### src/rtl/rwas_pkg.sv
package rwas_pkg;

   localparam int unsigned COUNT_WIDTH_DEFAULT  = 16;
   localparam int unsigned COLUMN_WIDTH_DEFAULT = 10;

   localparam int unsigned SUM_WIDTH        = 24;
   localparam int unsigned TICK_WIDTH       = 16;
   localparam int unsigned CHANNEL_WIDTH    = 4;
   localparam int unsigned DBM_WIDTH        = 8;
   localparam int unsigned HEIGHT_WIDTH     = 10;
   localparam int unsigned SCREEN_BITS      = 11;
   localparam int unsigned TOTAL_WIDTH      = 16;
   localparam int unsigned COLUMN_OUT_WIDTH = 10;
   localparam int unsigned CSR_ADDR_WIDTH   = 5;
   localparam int unsigned CSR_DATA_WIDTH   = 32;

   // Item codes of the request beat.
   localparam logic [1:0] ITEM_PACKET = 2'd0;
   localparam logic [1:0] ITEM_TICK   = 2'd1;
   localparam logic [1:0] ITEM_NEXT   = 2'd2;
   localparam logic [1:0] ITEM_PREV   = 2'd3;

   // Result codes of the response beat.
   localparam logic RESULT_COLUMN  = 1'b0;
   localparam logic RESULT_CHANNEL = 1'b1;

   localparam logic [CHANNEL_WIDTH-1:0] CHANNEL_FIRST = 4'd1;
   localparam logic [CHANNEL_WIDTH-1:0] CHANNEL_LAST  = 4'd14;

   // Register indexes (byte address divided by four).
   localparam logic [2:0] REG_WINDOW_TICKS = 3'd0;
   localparam logic [2:0] REG_GRAPH_HEIGHT = 3'd1;
   localparam logic [2:0] REG_SCREEN_WIDTH = 3'd2;
   localparam logic [2:0] REG_FLOOR_DBM    = 3'd3;
   localparam logic [2:0] REG_CEILING_DBM  = 3'd4;

   localparam logic [TICK_WIDTH-1:0]   WINDOW_TICKS_RESET = 16'd100;
   localparam logic [HEIGHT_WIDTH-1:0] GRAPH_HEIGHT_RESET = 10'd200;
   localparam logic [SCREEN_BITS-1:0]  SCREEN_WIDTH_RESET = 11'd320;
   localparam logic [DBM_WIDTH-1:0]    FLOOR_DBM_RESET    = 8'h9C;
   localparam logic [DBM_WIDTH-1:0]    CEILING_DBM_RESET  = 8'hE2;

   typedef struct packed {
      logic [TICK_WIDTH-1:0]   window_ticks;
      logic [HEIGHT_WIDTH-1:0] graph_height;
      logic [SCREEN_BITS-1:0]  screen_width;
      logic [DBM_WIDTH-1:0]    floor_dbm;
      logic [DBM_WIDTH-1:0]    ceiling_dbm;
   } cfg_type;

   typedef struct packed {
      logic take;
      logic take_avg;
      logic start_bar;
      logic take_bar;
      logic send;
   } cmd_type;

   typedef struct packed {
      logic close_window;
      logic is_channel;
      logic div_done;
      logic out_free;
   } status_type;

endpackage

### src/rtl/rwas_csr.sv
module rwas_csr import rwas_pkg::*; (
   input  logic                      clock,
   input  logic                      reset,
   input  logic                      psel,
   input  logic                      penable,
   input  logic                      pwrite,
   input  logic [CSR_ADDR_WIDTH-1:0] paddr,
   input  logic [CSR_DATA_WIDTH-1:0] pwdata,
   output logic [CSR_DATA_WIDTH-1:0] prdata,
   output logic                      pready,
   output cfg_type                   cfg
);

   cfg_type    cfg_ff, cfg_in;
   logic       wr_en;
   logic [2:0] reg_index;

   assign pready    = 1'b1;
   assign reg_index = paddr[4:2];
   assign wr_en     = psel & penable & pwrite;
   assign cfg       = cfg_ff;

   always_comb begin
      cfg_in = cfg_ff;
      if (wr_en) begin
         case (reg_index)
            REG_WINDOW_TICKS: cfg_in.window_ticks = pwdata[TICK_WIDTH-1:0];
            REG_GRAPH_HEIGHT: cfg_in.graph_height = pwdata[HEIGHT_WIDTH-1:0];
            REG_SCREEN_WIDTH: cfg_in.screen_width = pwdata[SCREEN_BITS-1:0];
            REG_FLOOR_DBM:    cfg_in.floor_dbm    = pwdata[DBM_WIDTH-1:0];
            REG_CEILING_DBM:  cfg_in.ceiling_dbm  = pwdata[DBM_WIDTH-1:0];
            default:          cfg_in = cfg_ff;
         endcase
      end
   end

   always_comb begin
      case (reg_index)
         REG_WINDOW_TICKS: prdata = CSR_DATA_WIDTH'(cfg_ff.window_ticks);
         REG_GRAPH_HEIGHT: prdata = CSR_DATA_WIDTH'(cfg_ff.graph_height);
         REG_SCREEN_WIDTH: prdata = CSR_DATA_WIDTH'(cfg_ff.screen_width);
         REG_FLOOR_DBM:    prdata = CSR_DATA_WIDTH'($signed(cfg_ff.floor_dbm));
         REG_CEILING_DBM:  prdata = CSR_DATA_WIDTH'($signed(cfg_ff.ceiling_dbm));
         default:          prdata = '0;
      endcase
   end

   always_ff @(posedge clock) begin
      if (reset) begin
         cfg_ff.window_ticks <= WINDOW_TICKS_RESET;
         cfg_ff.graph_height <= GRAPH_HEIGHT_RESET;
         cfg_ff.screen_width <= SCREEN_WIDTH_RESET;
         cfg_ff.floor_dbm    <= FLOOR_DBM_RESET;
         cfg_ff.ceiling_dbm  <= CEILING_DBM_RESET;
      end else begin
         cfg_ff <= cfg_in;
      end
   end

endmodule

### config.mk
export PLATFORM = sky130hd
export DESIGN_NAME = rwas_csr
export DESIGN_NICKNAME = d
export VERILOG_FILES = /design/src/rtl/rwas_pkg.sv /design/src/rtl/rwas_csr.sv
export SDC_FILE = /design/constraint.sdc
export NUM_CORES = 1
export LEC_CHECK = 0
export BUFFER_PORTS_ARGS = -buffer_cell sky130_fd_sc_hd__buf_2
export CORE_MARGIN = 4
export CORE_UTILIZATION = 23
export DETAILED_ROUTE_END_ITERATION = 8
export SLEW_MARGIN = 10
export SYNTH_ARGS = -nofsm -noshare
export SYNTH_HDL_FRONTEND = slang
export SYNTH_SLANG_ARGS = --single-unit
### constraint.sdc
create_clock -name clock -period 2.25 [get_ports clock]
set_input_delay 0.3375 -clock clock [delete_from_list [all_inputs] [get_ports clock]]
set_output_delay 0.3375 -clock clock [all_outputs]
set_load 0.02 [all_outputs]
==> impl_results.md, run 1 <==
* Cell area after layout at 3570 sq um
* Tightest Pin Transition at 0.578 ns
* Slew margin rel. at 0.615
* Crit end category: primary output
* Status: finished, final reports clean
* Setup TNS at 0 ns
* First-pass GRT wire length at 14.7 mm
* Area contributors post-synth: dfxtp_1 38%, mux2i_1 18%, nand2b_1 7.6%
* M3 GR Usage at 0.0321
* Layout cell share with drive strength beyond 1 at 0.343
* Final worst-path cycle share at 0.896
* Maxcap violations at 0
* CP Class: flip-flop to primary output
* Iteration-0 DRC Markers at 150
* Initial antenna violation count at 0
* Period minus WS final at 2.02 ns
* PwrDens at 607 nW/um^2
* Largest net degree at the start of global routing at 34
* Die Wd at 119 microns
* Setup bufs post-CTS at 0
* Worst-path cell chain: and4b_1 > a31oi_4 > inv_1 > buf_2
* RD Place Congestion at 0.751
* Filler instances at 1255
* Crit Path Max Fanout at 16
* Peak supply drop at 0.000254 V
* Vias at 2532
* # placed instances at 539
* Post-Synthesis Cells at 312
* Cells on worst reg2reg path at 3
* Htree depth at 2
* Delay-heaviest family, CP: buffers and inverters
* Grt ovf at 0
* Final-report hold violation count at 0
* Hold bufs inserted after CTS at 0
* Post-detail-place hpwl at 6.84 mm
* Stages on worst setup path at 4
* Nets at 441
* Post-synth cell types at 35
* CTS root buffer: clkbuf_16
* Mapped Nets at 354
* Final setup violating endpoints at 0
* CTS Sinks at 53
* Cell area after synthesis at 2810 sq um
* YS warnings at 0
* I/O pins at 128
* Leakage power at 1.73 nW
* Largest register FFs at 53
* Seq cells post-synth at 53
* Max-slew violations at 0
* CP arrival at 1.68 ns
* M2 GR Usage at 0.234
* GRT busiest layer: met2
* Highest-count cells in the layout ignoring fill and taps: 108 x buf_2, 53 x dfxtp_1, 50 x mux2i_1
* WP data required at 1.91 ns
* Routed Antenna Nets at 0
* Die ar. at 14100 sq um
* Slowest-stage cell, CP: dfxtp_1
* Die extent in y at 119 microns
* Row count at 40
* Setup ws final at 0.234 ns
* Clk Latency, worst-skew pair at 0.30 ns
* Register area share after synthesis at 0.377
* Max Fclk at 496 MHz
* Syn_area_per_cell at 9.02 sq um
* Hold Path Class: input pin to flip-flop
* CTS tree: done
* Vias/cell at 4.63
* Core area at 12000 sq um
* Post-Place Worst Slack at 0.263 ns
* Clock buffer depth at 2
* Initial Util at 0.234
* Cell taking the most area after synthesis: dfxtp_1
* Met1 usage at 0.162
* Worst hold stages at 3
* Residual DRC count at 0
* Commonest non-fill, non-tap cell in the layout: buf_2
* Hold WS at 0.293 ns
* GRT Util Overall at 0.132
* Crit path buffers/inverters at 2
* DRT Wirelength at 9.16 mm
* Largest stage delay on the critical path at 0.34 ns
* Placed Area at 3390 sq um
* Clk_skew at 0 ns
* N_diodes at 0
* Number of global-route vias before repair at 2624
* P&R area growth vs syn at 26.8%
* Worst-path clk slew at 0.08 ns
* Area fraction of the dominant cell type after synthesis at 0.377
* CTS resizes at 0
* Final std cells w/o fill at 547
* Drt wl/cell at 16.7 microns
* Number of I/O port buffers at 108
* DRT Pass-1 Iters at 4
* CP Launch Type: flip-flop
* Unrepaired setup endpoints after global routing: false
* Total CTS buffers at 5
==> Yosys cell counts (all sizes together) <==
library cell	n
a21o	3
a21oi	5
a2bb2oi	1
a31oi	1
and3	1
and4b	2
buf	24
clkbuf	15
conb	1
dfxtp	53
inv	1
mux2i	50
nand2	11
nand2b	34
nand3	6
nand4	1
nand4b	1
nor2	26
nor2b	17
nor3	2
nor3b	1
o21a	3
o21ai	37
o221ai	3
o22ai	3
o2bb2ai	3
o31ai	5
or2	2
==> worst paths after layout <==
| path | start | end | slack, ns |
|---|---|---|---|
| setup / recovery | cfg[15] | prdata[16] | 0.23 |
| setup reg to reg | cfg[19] | cfg[19] | 1.46 |
| hold reg to reg | cfg[47] | cfg[47] | 0.49 |
| hold / removal | pwdata[15] | cfg[52] | 0.29 |
==> layout make-up <==
cell class / instances / area [sq um] / share of cell area
sequential: 53 / 1060 / 0.297
clock buffer: 5 / 125 / 0.0351
inverter: 1 / 3.75 / 0.00105
multi-input combinational: 219 / 1510 / 0.423
tap: 147 / 184 / 0.0516
clock inverter: 3 / 47.5 / 0.0133
timing repair buffer: 119 / 636 / 0.178
==> tightest hold or removal path, stage by stage <==
cell and delay (ns):
buf_2 0.09, nand3_1 0.06, a21oi_1 0.06
==> through the flow <==
| stage | utilization | total power, mW |
|---|---|---|
| 4_1_cts | 0.297 | 2.20 |
| 3_3_place_gp | 0.283 | 1.28 |
| 3_5_place_dp | 0.283 | 1.28 |
| 5_1_grt | 0.297 | 2.26 |
| 2_1_floorplan | - | 1.19 |
| 6_report | 0.297 | 2.17 |
==> power by group <==
part | switching [mW] | total (mW) | internal [mW]
sequential | 0.00550 | 0.950 | 0.944
combinational | 0.201 | 0.308 | 0.108
clock | 0.374 | 0.908 | 0.534
==> kinds of logic (layout without fill, tap and decap cells) <==
family,after synthesis,in the layout,share of synthesized area
AND/OR/NAND/NOR,104,104,0.218
AO/OA/AOI/OAI,64,64,0.140
other,1,1,0.00133
multiplexers,50,50,0.178
flip-flops,53,53,0.377
buffers and inverters,40,128,0.0858
==> routing by layer <==
layer  vias to the layer above  share of wire
met5                         -              0
met1                      1202           0.44
met4                         0         0.0056
li1                       1234              -
met2                        89           0.49
met3                         7          0.057
(Power assumes the default switching activity.)
==> run 2: changes to the inputs <==
==> constraint.sdc (replaced) <==
create_clock -name clock -period 2.2 [get_ports clock]
set_input_delay 0.33 -clock clock [delete_from_list [all_inputs] [get_ports clock]]
set_output_delay 0.33 -clock clock [all_outputs]
set_load 0.01 [all_outputs]
==> run 2 against run 1 <==
Net effect:
- cell count fell by 0.18%
- critical path type unchanged
- via count barely moved
- hold slack improved by 0.0021 ns
- critical path depth did not move
- flip-flop and latch count did not move
- worst setup slack improved by 0.022 ns
==> impl_results.md, run 2 (synthesized netlist as in run 1, its figures left out) <==
* DRT Wirelength at 9.02 mm (-1.6%)
* First-pass GRT wire length at 14.6 mm (-0.76%)
* Layout cell share with drive strength beyond 1 at 0.341 (-0.00165)
* Cell area after layout at 3540 sq um (-0.74%)
* N_diodes at 0 (unchanged)
* Routed Antenna Nets at 0 (unchanged)
* Initial antenna violation count at 0 (unchanged)
* Largest register FFs at 53 (unchanged)
* Max Fclk at 515 MHz
* Setup ws final at 0.256 ns (+0.0221 ns)
* I/O pins at 128 (unchanged)
* Hold WS at 0.295 ns (+0.00212 ns)
* Core area at 12000 sq um (unchanged)
* Slew margin rel. at 0.627 (+0.0116)
* Setup TNS at 0 ns (unchanged)
* # placed instances at 538 (-0.19%)
* Drt wl/cell at 16.5 microns (-1.4%)
* Clk_skew at 0 ns (unchanged)
* CP Launch Type: flip-flop
* Hold Path Class: input pin to flip-flop
* Maxcap violations at 0 (unchanged)
* Clock buffer depth at 2 (unchanged)
* Number of I/O port buffers at 108 (unchanged)
* Grt ovf at 0 (unchanged)
* Iteration-0 DRC Markers at 105 (-30%)
* Final worst-path cycle share at 0.883
* Initial Util at 0.234 (unchanged)
* CP Class: flip-flop to primary output
* GRT Util Overall at 0.128 (-0.00332)
* Worst-path clk slew at 0.07 ns (about the same)
* Placed Area at 3390 sq um (-0.22%)
* Period minus WS final at 1.94 ns
* Tightest Pin Transition at 0.560 ns (-0.0174 ns)
* Htree depth at 2 (unchanged)
* Final std cells w/o fill at 546 (-0.18%)
* Row count at 40 (unchanged)
* Total power at 2.08 mW (-4.1%)
* Status: finished, final reports clean
* CP arrival at 1.61 ns (-0.07 ns)
* DRT Pass-1 Iters at 4 (unchanged)
* Setup bufs post-CTS at 0 (unchanged)
* Filler instances at 1299 (+3.5%)
* Commonest non-fill, non-tap cell in the layout: buf_2
* Die ar. at 14100 sq um (unchanged)
* Multi-input logic area at 1510 sq um (unchanged)
* FF+latch area at 1060 sq um (unchanged)
* Die Wd at 119 microns (unchanged)
* Leakage power at 1.71 nW (-0.75%)
* Hold bufs inserted after CTS at 0 (unchanged)
* Post-detail-place hpwl at 6.76 mm (-1.1%)
* CTS resizes at 0 (unchanged)
* CTS Sinks at 53 (unchanged)
* P&R area growth vs syn at 25.9%
* Max-slew violations at 0 (unchanged)
* Crit end category: primary output
* Peak supply drop at 0.000311 V (+22%)
* Unrepaired setup endpoints after global routing: false
* Final-report hold violation count at 0 (unchanged)
* CTS tree: done
* Clk Latency, worst-skew pair at 0.30 ns (about the same)
* PwrDens at 586 nW/um^2 (-3.4%)
* WP data required at 1.87 ns (-0.04 ns)
* RD Place Congestion at 0.738 (-1.8%)
* Highest-count cells in the layout ignoring fill and taps: 108 x buf_2, 53 x dfxtp_1, 50 x mux2i_1
* Vias/cell at 4.63 (+0.10%)
* Vias at 2530 (-0.079%)
* Final setup violating endpoints at 0 (unchanged)
* Post-Place Worst Slack at 0.268 ns (+0.00448 ns)
* Total CTS buffers at 5 (unchanged)
* Number of global-route vias before repair at 2622 (-0.076%)
* Nets at 440 (-0.23%)
* Residual DRC count at 0 (unchanged)
* Largest net degree at the start of global routing at 42 (+24%)
* CTS root buffer: clkbuf_16
* Crit Path Max Fanout at 10 (-6)
* Die extent in y at 119 microns (unchanged)
* Util after Layout at 0.295 (-0.00219)
run 2: changes by cell type in the layout (fill, tap and decap cells not counted):
cell,delta
buf_4,-1
bufinv_16,-1
clkinv_4,+1
inv_6,-1
inv_8,+1
run 2: final cells by class:
cell class | count | share of cell area
inverter | 1 | 0.00106
sequential | 53 | 0.300
clock buffer | 5 | 0.0353
multi-input combinational | 219 | 0.427
clock inverter | 3 | 0.00813
tap | 147 | 0.0519
timing repair buffer | 118 | 0.177
run 2: final timing paths:
path	from	to	cells past startpoint	slack (ns)
min reg2reg	cfg[44]	cfg[44]	2	0.49
max	cfg[15]	prdata[7]	4	0.26
max reg2reg	cfg[19]	cfg[19]	3	1.42
min	pwdata[15]	cfg[52]	3	0.30
run 2: per-layer routing:
layer	up-vias	wire [microns]	GRT usage
met5	-	0	0
met4	0	44	0.0217
met3	4	486	0.0330
met2	82	4420	0.226
met1	1212	4060	0.160
li1	1232	-	-
run 2: critical path: stages (launching register included):
cell	delay, ns
dfxtp_1	0.33
and4b_1	0.23
a31oi_4	0.32
o221ai_1	0.25
buf_2	0.20
run 2: power breakdown:
group	internal, mW	total [mW]	switching [mW]
Combinational	0.109	0.273	0.165
Sequential	0.966	0.971	0.00562
Clock	0.437	0.831	0.394
Total	1.51	2.08	0.564
==> run 3: changes to the inputs <==
--- a/config.mk
+++ b/config.mk
@@ -9,7 +9,9 @@
 export CORE_MARGIN = 4
 export CORE_UTILIZATION = 23
 export DETAILED_ROUTE_END_ITERATION = 8
-export SLEW_MARGIN = 10
+export PLACE_DENSITY_LB_ADDON = 0.1
+export REMOVE_ABC_BUFFERS = 1
+export SLEW_MARGIN = 25
 export SYNTH_ARGS = -nofsm -noshare
 export SYNTH_HDL_FRONTEND = slang
 export SYNTH_SLANG_ARGS = --single-unit
==> run 3 against run 2 <==
Net effect:
- combinational power about the same
- clock skew unchanged
- critical endpoint is now prdata[27]
- largest power group unchanged
- register-to-register slack about the same
- highest routed layer is now met5
- flip-flop and latch count unchanged
- sequential power barely moved
- clock power is 6.1% lower
- die area unchanged
- via count fell by 2.3%
- global-route usage rose by 0.20 points
==> impl_results.md, run 3 (synthesized netlist as in run 1, its figures left out) <==
* Status: finished, final reports clean
* Final-report hold violation count at 0 (unchanged)
* Max-slew violations at 0 (unchanged)
* Initial antenna violation count at 2 (+2)
* Hold Path Class: input pin to flip-flop
* Number of global-route vias before repair at 2495 (-4.8%)
* Max Fclk at 514 MHz (about the same)
* Largest register FFs at 53 (unchanged)
* Setup bufs post-CTS at 0 (unchanged)
* Slowest-stage cell, CP: dfxtp_1
* Worst-path cell chain: and4b_1 > a31oi_4 > inv_1 > buf_2
* Hold EP: cfg[49]
* Worst hold stages at 3 (unchanged)
* Internal cell power at 1.49 mW (-1.2%)
* P_sw at 0.529 mW (-6.2%)
* Final setup violating endpoints at 0 (unchanged)
* Clock power frac at 0.386 (-0.014)
* CTS resizes at 0 (unchanged)
* Sw frac at 0.262 (-0.0103)
* Clock buffer depth at 2 (unchanged)
* Initial Util at 0.234 (unchanged)
* CTS root buffer: clkbuf_16
* Residual DRC count at 0 (unchanged)
* Nets at 440 (unchanged)
* WP data required at 1.87 ns (about the same)
* CTS Sinks at 53 (unchanged)
* Layout cell share with drive strength beyond 1 at 0.338 (-0.00251)
* Commonest non-fill, non-tap cell in the layout: buf_2
* Tightest Pin Transition at 0.569 ns (+0.00926 ns)
* RD Place Congestion at 0.705 (-4.4%)
* Hold bufs inserted after CTS at 0 (unchanged)
* Worst-path clk slew at 0.08 ns (about the same)
* Leakage power at 1.71 nW (-0.33%)
* Highest-count cells in the layout ignoring fill and taps: 108 x buf_2, 53 x dfxtp_1, 50 x mux2i_1
* Grt ovf at 0 (unchanged)
* I/O pins at 128 (unchanged)
* PwrDens at 573 nW/um^2 (-2.2%)
* Comb pwr share at 0.134 (+0.002)
* CP Launch Type: flip-flop
* FF-to-FF Start: cfg[28]
* Final worst-path cycle share at 0.884 (about the same)
* Filler instances at 1330 (+2.4%)
* Routed Antenna Nets at 0 (unchanged)
* Crit Path Max Fanout at 16 (+6)
* Die ar. at 14100 sq um (unchanged)
* Placed Area at 3390 sq um (unchanged)
* Worst r2r dst: cfg[28]
* DRT Pass-1 Iters at 4 (unchanged)
* Post-detail-place hpwl at 6.65 mm (-1.7%)
* CTS tree: done
* Clk Latency, worst-skew pair at 0.29 ns (about the same)
* Period minus WS final at 1.95 ns (+0.00181 ns)
* Flop pwr share at 0.480 (+0.012)
* HP Start: pwdata[12]
* GRT Util Overall at 0.130 (+0.00198)
* Peak supply drop at 0.000279 V (-10%)
* Cell area after layout at 3530 sq um (-0.35%)
* Crit end category: primary output
* R2R setup slack at 1.42 ns (about the same)
* Number of I/O port buffers at 108 (unchanged)
* Largest net degree at the start of global routing at 73 (+74%)
* CP arrival at 1.62 ns (about the same)
* Util after Layout at 0.294 (-0.00104)
* Vias at 2471 (-2.3%)
* Die Wd at 119 microns (unchanged)
* Clk_skew at 0 ns (unchanged)
* DRT Wirelength at 9.23 mm (+2.3%)
* Row count at 40 (unchanged)
* Die extent in y at 119 microns (unchanged)
* Total CTS buffers at 5 (unchanged)
* Unrepaired setup endpoints after global routing: false
* Largest stage delay on the critical path at 0.34 ns (about the same)
* Cells on worst reg2reg path at 3 (unchanged)
* Setup TNS at 0 ns (unchanged)
* Htree depth at 2 (unchanged)
* Vias/cell at 4.52 (-2.5%)
* Core area at 12000 sq um (unchanged)
* Iteration-0 DRC Markers at 76 (-28%)
* CP Class: flip-flop to primary output
* Maxcap violations at 0 (unchanged)
* First-pass GRT wire length at 14.5 mm (-0.85%)
* Drt wl/cell at 16.9 microns (+2.2%)
* Slew margin rel. at 0.620 (-0.00617)
* P&R area growth vs syn at 25.4%
run 3: changes by cell type in the layout (fill, tap and decap cells not counted), sizes merged:
| cell | delta |
|---|---|
| inv | -2 |
| diode | +1 |
| clkinv | +1 |
| clkbuf | +1 |
run 3: worst max-delay path: cells and delay by family, from the launching register on:
kind	cells	cell delay, ns
flops	1	0.34
simple gates	1	0.24
compound gates	1	0.31
buf+inv	2	0.44
run 3: final cells by class:
cell class	count	area, sq um	share of cell area
clock buffer	6	129	0.0365
timing repair buffer	118	628	0.178
inverter	1	3.75	0.00106
clock inverter	2	10.0	0.00284
antenna	1	2.50	0.000709
sequential	53	1060	0.301
multi-input combinational	219	1510	0.428
tap	147	184	0.0521
run 3: layer usage:
layer  up-vias  GRT usage  routed length [microns]
li1       1229          -                        -
met1      1152      0.176                     4420
met2        77      0.207                     4100
met3         9     0.0340                      607
met4         4     0.0326                       85
met5         -          0                       14
run 3: power by group through the flow:
| stage | logic [mW] | registers, mW | clock network [mW] |
|---|---|---|---|
| detailed placement | 0.278 | 0.994 | 0 |
| global route | 0.299 | 0.973 | 0.847 |
| finish | 0.271 | 0.972 | 0.780 |
| CTS | 0.278 | 0.972 | 0.812 |
| global placement | 0.277 | 0.994 | 0 |
| floorplan | 0.115 | 0.996 | 0 |
run 3: through the flow:
stage,cells,hold WS (ns),setup slack (ns),power [mW]
after global routing,546,0.291,0.0877,2.12
after global placement,538,0.475,0.281,1.27
final,547,0.287,0.255,2.02
after CTS,546,0.289,0.187,2.06
after floorplan,273,0.399,0.161,1.11
after detailed placement,538,0.484,0.247,1.27
run 3: worst max-delay path by stage:
stage,startpoint,slack (ns),depth (start not counted),end
floorplan,paddr[2],0.16,3,prdata[16]
finish,cfg[15],0.25,4,prdata[27]
CTS,cfg[15],0.19,4,prdata[18]
global placement,paddr[4],0.28,5,prdata[25]
global route,cfg[15],0.09,4,prdata[20]
detailed placement,paddr[4],0.25,5,prdata[18]
